$ cat config.mk
export PLATFORM = sky130hd
export DESIGN_NAME = two_pool_bitmap_slot_allocator
export DESIGN_NICKNAME = d
export VERILOG_FILES = /design/src/rtl/tpba_pkg.sv /design/src/rtl/tpba_pool.sv /design/src/rtl/two_pool_bitmap_slot_allocator.sv
export SDC_FILE = /design/constraint.sdc
export NUM_CORES = 1
export LEC_CHECK = 0
export BUFFER_PORTS_ARGS = -buffer_cell sky130_fd_sc_hd__buf_2
export CORE_MARGIN = 1.5
export CORE_UTILIZATION = 45
export DETAILED_ROUTE_END_ITERATION = 16
export SLEW_MARGIN = 25
export SYNTH_ARGS = -nofsm -noshare
export SYNTH_HDL_FRONTEND = slang
export SYNTH_HIERARCHICAL = 1
export SYNTH_SLANG_ARGS = --single-unit
$ cat constraint.sdc
create_clock -name clk -period 3.75 [get_ports clk]
set_input_delay 0.375 -clock clk [delete_from_list [all_inputs] [get_ports clk]]
set_output_delay 0.375 -clock clk [all_outputs]
set_load 0.02 [all_outputs]
$ cat src/rtl/tpba_pkg.sv
package tpba_pkg;

  // Widest pool that the slot index can address.
  localparam int MAX_SLOTS = 128;
  localparam int IDX_W     = 7;

  // Request codes.
  localparam logic OP_ALLOC   = 1'b0;
  localparam logic OP_RELEASE = 1'b1;

  // Pool select codes.
  localparam logic SEL_A = 1'b0;
  localparam logic SEL_B = 1'b1;

  typedef enum logic [1:0] {
    ST_OK    = 2'd0,
    ST_FULL  = 2'd1,
    ST_RANGE = 2'd2,
    ST_EMPTY = 2'd3
  } status_t;

  // Input word.
  typedef struct packed {
    logic             opcode;
    logic             pool_sel;
    logic [IDX_W-1:0] slot_index;
  } in_word_t;

  // Result word.
  typedef struct packed {
    status_t          status;
    logic [IDX_W-1:0] granted_slot;
    logic [6:0]       free_a;
    logic [7:0]       free_b;
  } out_word_t;

  // Request from the top level to one pool.
  typedef struct packed {
    logic             en;
    logic             op;
    logic [IDX_W-1:0] idx;
  } pool_req_t;

  // Answer of one pool for the request it sees this cycle.
  typedef struct packed {
    status_t          status;
    logic [IDX_W-1:0] slot;
  } pool_resp_t;

endpackage

$ cat src/rtl/tpba_pool.sv
module tpba_pool import tpba_pkg::*; #(
  parameter int SLOTS = 64
) (
  input  logic       clk,
  input  logic       rst_n,
  input  pool_req_t  req,
  output pool_resp_t resp,
  output logic [7:0] free_nxt
);

  localparam int CNT_W = $clog2(SLOTS + 1);

  logic [SLOTS-1:0]     map_r;
  logic [SLOTS-1:0]     map_nxt;
  logic [CNT_W-1:0]     used_r;
  logic [CNT_W-1:0]     used_nxt;
  logic [SLOTS-1:0]     free_vec;
  logic [SLOTS-1:0]     first_free;
  logic [IDX_W-1:0]     first_idx;
  logic [MAX_SLOTS-1:0] map_ext;
  logic [SLOTS-1:0]     rel_mask;
  logic                 full;
  logic                 in_range;
  logic                 occupied;

  // Lowest free slot as a one-hot vector: isolate the lowest set bit.
  assign free_vec   = ~map_r;
  assign first_free = free_vec & (~free_vec + SLOTS'(1));

  // Encode the one-hot vector into a slot number.
  always_comb begin
    first_idx = '0;
    for (int i = 0; i < SLOTS; i++) begin
      if (first_free[i]) begin
        first_idx = first_idx | IDX_W'(i);
      end
    end
  end

  // Allocation checks fullness; release checks range first, then occupancy.
  assign full     = (used_r >= CNT_W'(SLOTS));
  assign in_range = ({1'b0, req.idx} < 8'(SLOTS));
  assign map_ext  = MAX_SLOTS'(map_r);
  assign occupied = map_ext[req.idx];
  assign rel_mask = SLOTS'({{(MAX_SLOTS-1){1'b0}}, 1'b1} << req.idx);

  // Decide the answer and the next occupancy state.
  always_comb begin
    map_nxt     = map_r;
    used_nxt    = used_r;
    resp.status = ST_OK;
    resp.slot   = '0;
    if (req.op == OP_ALLOC) begin
      if (full) begin
        resp.status = ST_FULL;
      end else begin
        resp.slot = first_idx;
        if (req.en) begin
          map_nxt  = map_r | first_free;
          used_nxt = used_r + CNT_W'(1);
        end
      end
    end else begin
      if (!in_range) begin
        resp.status = ST_RANGE;
      end else if (!occupied) begin
        resp.status = ST_EMPTY;
      end else if (req.en) begin
        map_nxt  = map_r & ~rel_mask;
        used_nxt = used_r - CNT_W'(1);
      end
    end
  end

  assign free_nxt = 8'(SLOTS) - 8'(used_nxt);

  // Occupancy state.
  always_ff @(posedge clk) begin
    if (!rst_n) begin
      map_r  <= '0;
      used_r <= '0;
    end else begin
      map_r  <= map_nxt;
      used_r <= used_nxt;
    end
  end

endmodule

$ cat src/rtl/two_pool_bitmap_slot_allocator.sv
// An accepted request moves from the input register to the result register
// once that register is free. Throughput: one request per cycle unless
// out_ready stalls the result register; the find-first-free encoder over
// the selected pool's bitmap and the occupancy update sit between the registers.
// Reset (synchronous, rst_n low): both bitmaps and used counts clear, so all
// slots are free, and both pipeline stages are emptied.
module two_pool_bitmap_slot_allocator import tpba_pkg::*; #(
  parameter int POOL_A_SLOTS = 64,
  parameter int POOL_B_SLOTS = 128
) (
  input  logic      clk,
  input  logic      rst_n,
  input  logic      in_valid,
  output logic      in_ready,
  input  in_word_t  in_word,
  output logic      out_valid,
  input  logic      out_ready,
  output out_word_t out_word
);

  logic       in_v_r;
  in_word_t   in_r;
  logic       out_v_r;
  out_word_t  out_r;
  out_word_t  out_nxt;
  logic       advance;
  pool_req_t  req_a;
  pool_req_t  req_b;
  pool_resp_t resp_a;
  pool_resp_t resp_b;
  pool_resp_t resp_sel;
  logic [7:0] free_a_nxt;
  logic [7:0] free_b_nxt;

  // The held word moves to the result register when that register is free.
  assign advance  = in_v_r && (!out_v_r || out_ready);
  assign in_ready = !in_v_r || advance;

  // Route the held word to the selected pool.
  assign req_a.en  = advance && (in_r.pool_sel == SEL_A);
  assign req_a.op  = in_r.opcode;
  assign req_a.idx = in_r.slot_index;
  assign req_b.en  = advance && (in_r.pool_sel == SEL_B);
  assign req_b.op  = in_r.opcode;
  assign req_b.idx = in_r.slot_index;

  tpba_pool #(.SLOTS(POOL_A_SLOTS)) u_pool_a (
    .clk      (clk),
    .rst_n    (rst_n),
    .req      (req_a),
    .resp     (resp_a),
    .free_nxt (free_a_nxt)
  );

  tpba_pool #(.SLOTS(POOL_B_SLOTS)) u_pool_b (
    .clk      (clk),
    .rst_n    (rst_n),
    .req      (req_b),
    .resp     (resp_b),
    .free_nxt (free_b_nxt)
  );

  // Assemble the result word; free counts are masked to the field widths.
  assign resp_sel             = (in_r.pool_sel == SEL_B) ? resp_b : resp_a;
  assign out_nxt.status       = resp_sel.status;
  assign out_nxt.granted_slot = resp_sel.slot;
  assign out_nxt.free_a       = free_a_nxt[6:0];
  assign out_nxt.free_b       = free_b_nxt;

  // Input register.
  always_ff @(posedge clk) begin
    if (!rst_n) begin
      in_v_r <= 1'b0;
    end else if (in_ready) begin
      in_v_r <= in_valid;
    end
  end

  always_ff @(posedge clk) begin
    if (in_ready && in_valid) begin
      in_r <= in_word;
    end
  end

  // Result register.
  always_ff @(posedge clk) begin
    if (!rst_n) begin
      out_v_r <= 1'b0;
    end else if (advance) begin
      out_v_r <= 1'b1;
    end else if (out_ready) begin
      out_v_r <= 1'b0;
    end
  end

  always_ff @(posedge clk) begin
    if (advance) begin
      out_r <= out_nxt;
    end
  end

  assign out_valid = out_v_r;
  assign out_word  = out_r;

  // A failed request never reports a granted slot.
  assert property (@(posedge clk) disable iff (!rst_n)
    out_valid && (out_word.status != ST_OK) |-> out_word.granted_slot == '0)
    else $error("granted slot nonzero on a failed request");

  // Free counts never exceed the pool sizes.
  assert property (@(posedge clk) disable iff (!rst_n)
    (free_a_nxt <= 8'(POOL_A_SLOTS)) && (free_b_nxt <= 8'(POOL_B_SLOTS)))
    else $error("free count above pool size");

  // A word that moves on always shows up as a result.
  assert property (@(posedge clk) disable iff (!rst_n)
    advance |=> out_v_r)
    else $error("result lost after advance");

  // Only one pool is updated by a request.
  assert property (@(posedge clk) disable iff (!rst_n)
    !(req_a.en && req_b.en))
    else $error("both pools enabled at once");

endmodule
==> impl_metrics.toml, run 1 <==
[critical_path]
startpoint_type = "flop"
cp.arrival_ns = 4.17
cp_data_required_time_ns = 4.21
crit_path_max_incr_delay_ns = 0.67
criticalPathCategory = "flop to flop"
reg2reg_setup_slack_ns = 0.04
critPathCaptureType = "flop"
reg2reg_from = "u_pool_b/map_ext[49]$_SDFFE_PN0P_"
path_max_fanout = 4
r2r_end = "out_word[16]$_DFFE_PP_"
rr_worst_depth = 10
slowest_stage = "or4_1"
crit_chain = "nand4_4, nor4b_4, nand4_1, or4_1, or3_1, or3_1, buf_4, nand4_1, o31a_1, mux2_4"

[global_route]
grt_usage = 0.426
overflow = 0
grt_pass1_vias = 19400
grt_pass1_wl_um = 123000
grt_max_degree = 61
antenna_found_initial = 1

[detailed_routing]
dr.pass1.iters = 8
viasPerCell = 6.88
drtIter0Drc = 2683
drc = 0
vias = 20400
ant_nets = 0
routed_wl_um = 83300
wl_per_cell_um = 28.1

[cts]
cts_tree = "yes"
cts_root_buffer = "clkbuf_16"
htree_num_levels = 1
clkSlewWorstSetupHoldPaths_ns = 0.06
numCtsBuffers = 30
clockBufferDepth = 3
clkLatencyLatePin_ns = 0.61
cts_sinks = 242

[job]
maxCapViolations = 0

[placed_design]
dp_cells = 2887
hpwl_um = 63800
gp_congestion = 1.10
port_buffers = 38
placed_cell_area_um2 = 19700
dpl_worst_slack_ns = -0.248

[timing]
setup_viol = 0
fin_ws_ns = 0.0397
rsz0062_at_grt = "yes"
fin_crit_ns = 3.71
finalHoldViolations = 0
worstMarginPinSlew_ns = 1.18
fin_setup_tns_ns = 0
period_share = 0.989
max_slew_margin = 0.190
finalClockSkew_ns = 0.0215
finalHoldWorstSlack_ns = 0.0293
final_max_slew_viol_count = 0
fmax_ghz = 0.270

[cells_and_area]
drive_above_1_share = 0.247
areaGrowthSynthToFinish_pct = 27.0
utilization = 0.579
nets = 2494
fin_area_um2 = 21200
fin_cells = 2968

[min_path]
min_path_cells = 1
min_from = "in_word[2]"
min_to = "in_r[2]$_DFFE_PP_"
hold_class = "input port to flop"

[status]
status = "finished clean"

[die]
pin_count = 39
die_y_um = 196
dieArea_um2 = 38300
coreArea_um2 = 36600
start_util = 0.456
rows = 70
die_w_um = 196

[yosys]
avgSynthCellArea_um2 = 7.79
synthCells = 2143
yosys_warnings = 6
synthesis.area_um2 = 16700
synthesis.nets = 2164

[power]
report.power.total_mw = 6.72
vdd_drop_max_mv = 0.327
cellPowerDensity_nw_per_um2 = 317
p_leak_nw = 7.61
[worst max-delay path by stage]
stage,startpoint,depth (start not counted),endpoint
final,u_pool_b/map_ext[49]$_SDFFE_PN0P_,10,out_word[16]$_DFFE_PP_
after global routing,in_r[0]$_DFFE_PP_,15,out_word[7]$_DFFE_PP_
after CTS,in_r[0]$_DFFE_PP_,14,out_word[5]$_DFFE_PP_
after detailed placement,u_pool_b/map_ext[23]$_SDFFE_PN0P_,13,out_word[20]$_DFFE_PP_
after global placement,u_pool_b/map_ext[23]$_SDFFE_PN0P_,13,out_word[20]$_DFFE_PP_
after floorplan,u_pool_b/map_ext[6]$_SDFFE_PN0P_,13,out_word[21]$_DFFE_PP_
[metal layers]
metal	vias up	track usage	share of wire
li1	8827	-	-
met2	1521	0.672	0.44
met1	9656	0.526	0.37
met5	-	0	0
met3	430	0.0907	0.11
met4	0	0.284	0.081
[final cells by class]
type | count | area, um^2
Antenna cell | 3 | 7.51
Clock buffer | 33 | 793
Clock inverter | 23 | 284
Fill cell | 3461 | 15400
Inverter | 61 | 229
Multi-Input combinational cell | 1720 | 11000
Sequential cell | 242 | 5170
Tap cell | 468 | 586
Timing Repair Buffer | 418 | 3170
[flip-flops by register name, indices dropped and copies added, names as in the netlist]
register,count
u_pool_a/map_r,64
in_v_r,1
in_r,9
u_pool_b/used_r,8
u_pool_a/used_r,7
u_pool_b/map_ext,128
out_valid,1
out_word,24
[placed cells by master (no fill, tap or decap), drive strengths merged, types with 20 or more instances in the layout]
cell type and n:
or3 54, nor2 174, o21ai 198, nor2b 23, mux2i 41, inv 62
a21oi 165, o22ai 22, and4 20, nor3 111, and3 42, clkbuf 33
mux4 28, a31oi 44, edfxtp 33, nand3 106, or2 27, nand2b 29
buf 411, nand2 203, nor4 44, dfxtp 209, nand4 76, and2 47
[worst max-delay path, delay by kind of cell (launching register included)]
kind                   cells  cell delay (ns)
AOI/OAI and AO/OA          1             0.20
DFF                        1             0.48
buffers and inverters      1             0.17
muxes                      1             0.19
and+or+nand+nor            7             2.53
[power breakdown]
| group | switching (mW) | total (mW) | internal (mW) |
|---|---|---|---|
| combinational | 0.479 | 0.784 | 0.306 |
| clock | 1.28 | 3.21 | 1.94 |
| sequential | 0.0366 | 2.72 | 2.69 |
[timing repair]
item	CTS	global route
setup buffers	7	8
pin swaps	3	18
hold buffers	7	0
hold endpoints to repair	7	0
setup endpoints to repair	7	36
resized for setup	13	48
No activity file was read; power rests on OpenSTA's default activity.
==> run 2, diff against run 1 <==
--- a/config.mk
+++ b/config.mk
@@ -9,6 +9,7 @@
 export CORE_MARGIN = 1.5
 export CORE_UTILIZATION = 45
 export DETAILED_ROUTE_END_ITERATION = 16
+export SETUP_SLACK_MARGIN = 0.5
 export SLEW_MARGIN = 25
 export SYNTH_ARGS = -nofsm -noshare
 export SYNTH_HDL_FRONTEND = slang
==> impl_metrics.toml, run 2 (synthesis gave the netlist of run 1 again) <==
[status]
status = "finished clean"

[timing]
setup_viol = 0
period_share = 0.962
worstMarginPinSlew_ns = 0.925
final_max_slew_viol_count = 0
max_slew_margin = 0.379
rsz0062_at_grt = "yes"
finalClockSkew_ns = 0.0200
finalHoldViolations = 0
fmax_ghz = 0.277
fin_crit_ns = 3.61

[critical_path]
criticalPathCategory = "flop to flop"
cpMostUsedCell = "buf_4"
critPathCaptureType = "flop"
critical_path.top_delay_family = "buffers and inverters"
path_max_fanout = 8
crit_path_max_incr_delay_ns = 0.50
reg2reg_setup_slack_ns = 0.14
cp_data_required_time_ns = 4.08
worst-path-buf-inv = 5
slowest_stage = "mux4_2"
cp.arrival_ns = 3.94
startpoint_type = "flop"
crit_chain = "buf_4, buf_12, buf_4, mux4_2, mux2_4, o211ai_1, nor3_2, nor4_4, buf_6, nor4b_4, a311oi_1, buf_4, ha_2, and3_4, xnor2_1"

[placed_design]
gp_congestion = 1.12
placed_cell_area_um2 = 19600
hpwl_um = 63200
port_buffers = 38

[cts]
cts_sinks = 242
clockBufferDepth = 3
numCtsBuffers = 30
clkLatencyLatePin_ns = 0.60
cts_root_buffer = "clkbuf_16"
clkSlewWorstSetupHoldPaths_ns = 0.06
htree_num_levels = 1
cts_tree = "yes"

[die]
dieArea_um2 = 38300
start_util = 0.456
die_w_um = 196
die_y_um = 196
rows = 70
coreArea_um2 = 36600
pin_count = 39

[power]
p_leak_nw = 8.31
vdd_drop_max_mv = 0.335
cellPowerDensity_nw_per_um2 = 286
report.power.total_mw = 6.59

[detailed_routing]
wl_per_cell_um = 28.6
viasPerCell = 7.01
drc = 0
drtIter0Drc = 3227
routed_wl_um = 86600
vias = 21200
ant_nets = 0
dr.pass1.iters = 6

[cells_and_area]
areaGrowthSynthToFinish_pct = 38.0
fillers = 3262
largest_reg_flops = 128
layout_commonest_cell = "buf_4"
drive_above_1_share = 0.330
final_cell_mix = "buf_4 (367), nand2_1 (191), dfxtp_1 (184)"
fin_area_um2 = 23100
nets = 2555

[global_route]
grt_usage = 0.439
antenna_found_initial = 4
grt_max_degree = 51
grt_pass1_wl_um = 126000
overflow = 0
grt_pass1_vias = 19700

[min_path]
hold_class = "input port to flop"

[job]
maxCapViolations = 0
## run 2: area by class of cell
cell class,instances,area (um^2),share of cell area
Timing Repair Buffer,478,4080,0.177
Sequential cell,242,5210,0.226
Clock buffer,45,898,0.0390
Multi-Input combinational cell,1721,12000,0.519
Inverter,61,229,0.00993
Clock inverter,10,82.6,0.00358
Antenna cell,1,2.50,0.000109
Tap cell,468,586,0.0254
## run 2: routing by layer
metal  share of wire  vias to the layer above  global-route usage
met3            0.16                      395               0.132
met2            0.40                     1768               0.619
met5         0.00031                        -             0.00255
met1            0.38                    10100               0.605
met4           0.062                        4               0.220
li1                -                     8955                   -
## run 2: timing repair
| item | 4_1_cts | 5_1_grt |
|---|---|---|
| pin swaps | 91 | 71 |
| hold endpoints to repair | 9 | 0 |
| gates resized for setup | 237 | 143 |
| setup endpoints to repair | 156 | 193 |
| setup buffers | 56 | 27 |
| hold buffers | 9 | 0 |
| gates cloned | 8 | 2 |
## run 2: final timing paths
path                                                    startpoint                                  to  cells after the start
worst min register to register  u_pool_b/map_ext[127]$_SDFFE_PN0P_  u_pool_b/map_ext[127]$_SDFFE_PN0P_                      2
worst max register to register                   in_r[0]$_DFFE_PP_               out_word[6]$_DFFE_PP_                     15
worst max-delay path                             in_r[0]$_DFFE_PP_               out_word[6]$_DFFE_PP_                     15
worst min-delay path                                      in_valid                 in_v_r$_SDFFE_PN0P_                      3
## run 2: worst min-delay path: cells and delay by family
| kind | cells | cell delay, ns |
|---|---|---|
| AO/OA/AOI/OAI | 1 | 0.06 |
| buffers and inverters | 2 | 0.14 |
## run 2: per-stage QoR
stage	setup WS, ns	utilization	hold WS (ns)	cells	setup TNS (ns)
floorplan	0.494	-	0.458	2143	0
global placement	-0.471	0.536	0.482	2868	-5.56
detailed placement	-0.391	0.536	0.489	2868	-4.87
CTS	0.203	0.610	0.0363	2996	0
global route	0.0696	0.630	0.0633	3025	0
finish	0.143	0.630	0.0515	3026	0
## run 2: power by group
group          internal [mW]  switching [mW]  total [mW]  leakage [nW]
logic                  0.386           0.554       0.940          5.81
registers               2.69          0.0311        2.72          2.01
clock network           1.71            1.22        2.93         0.490
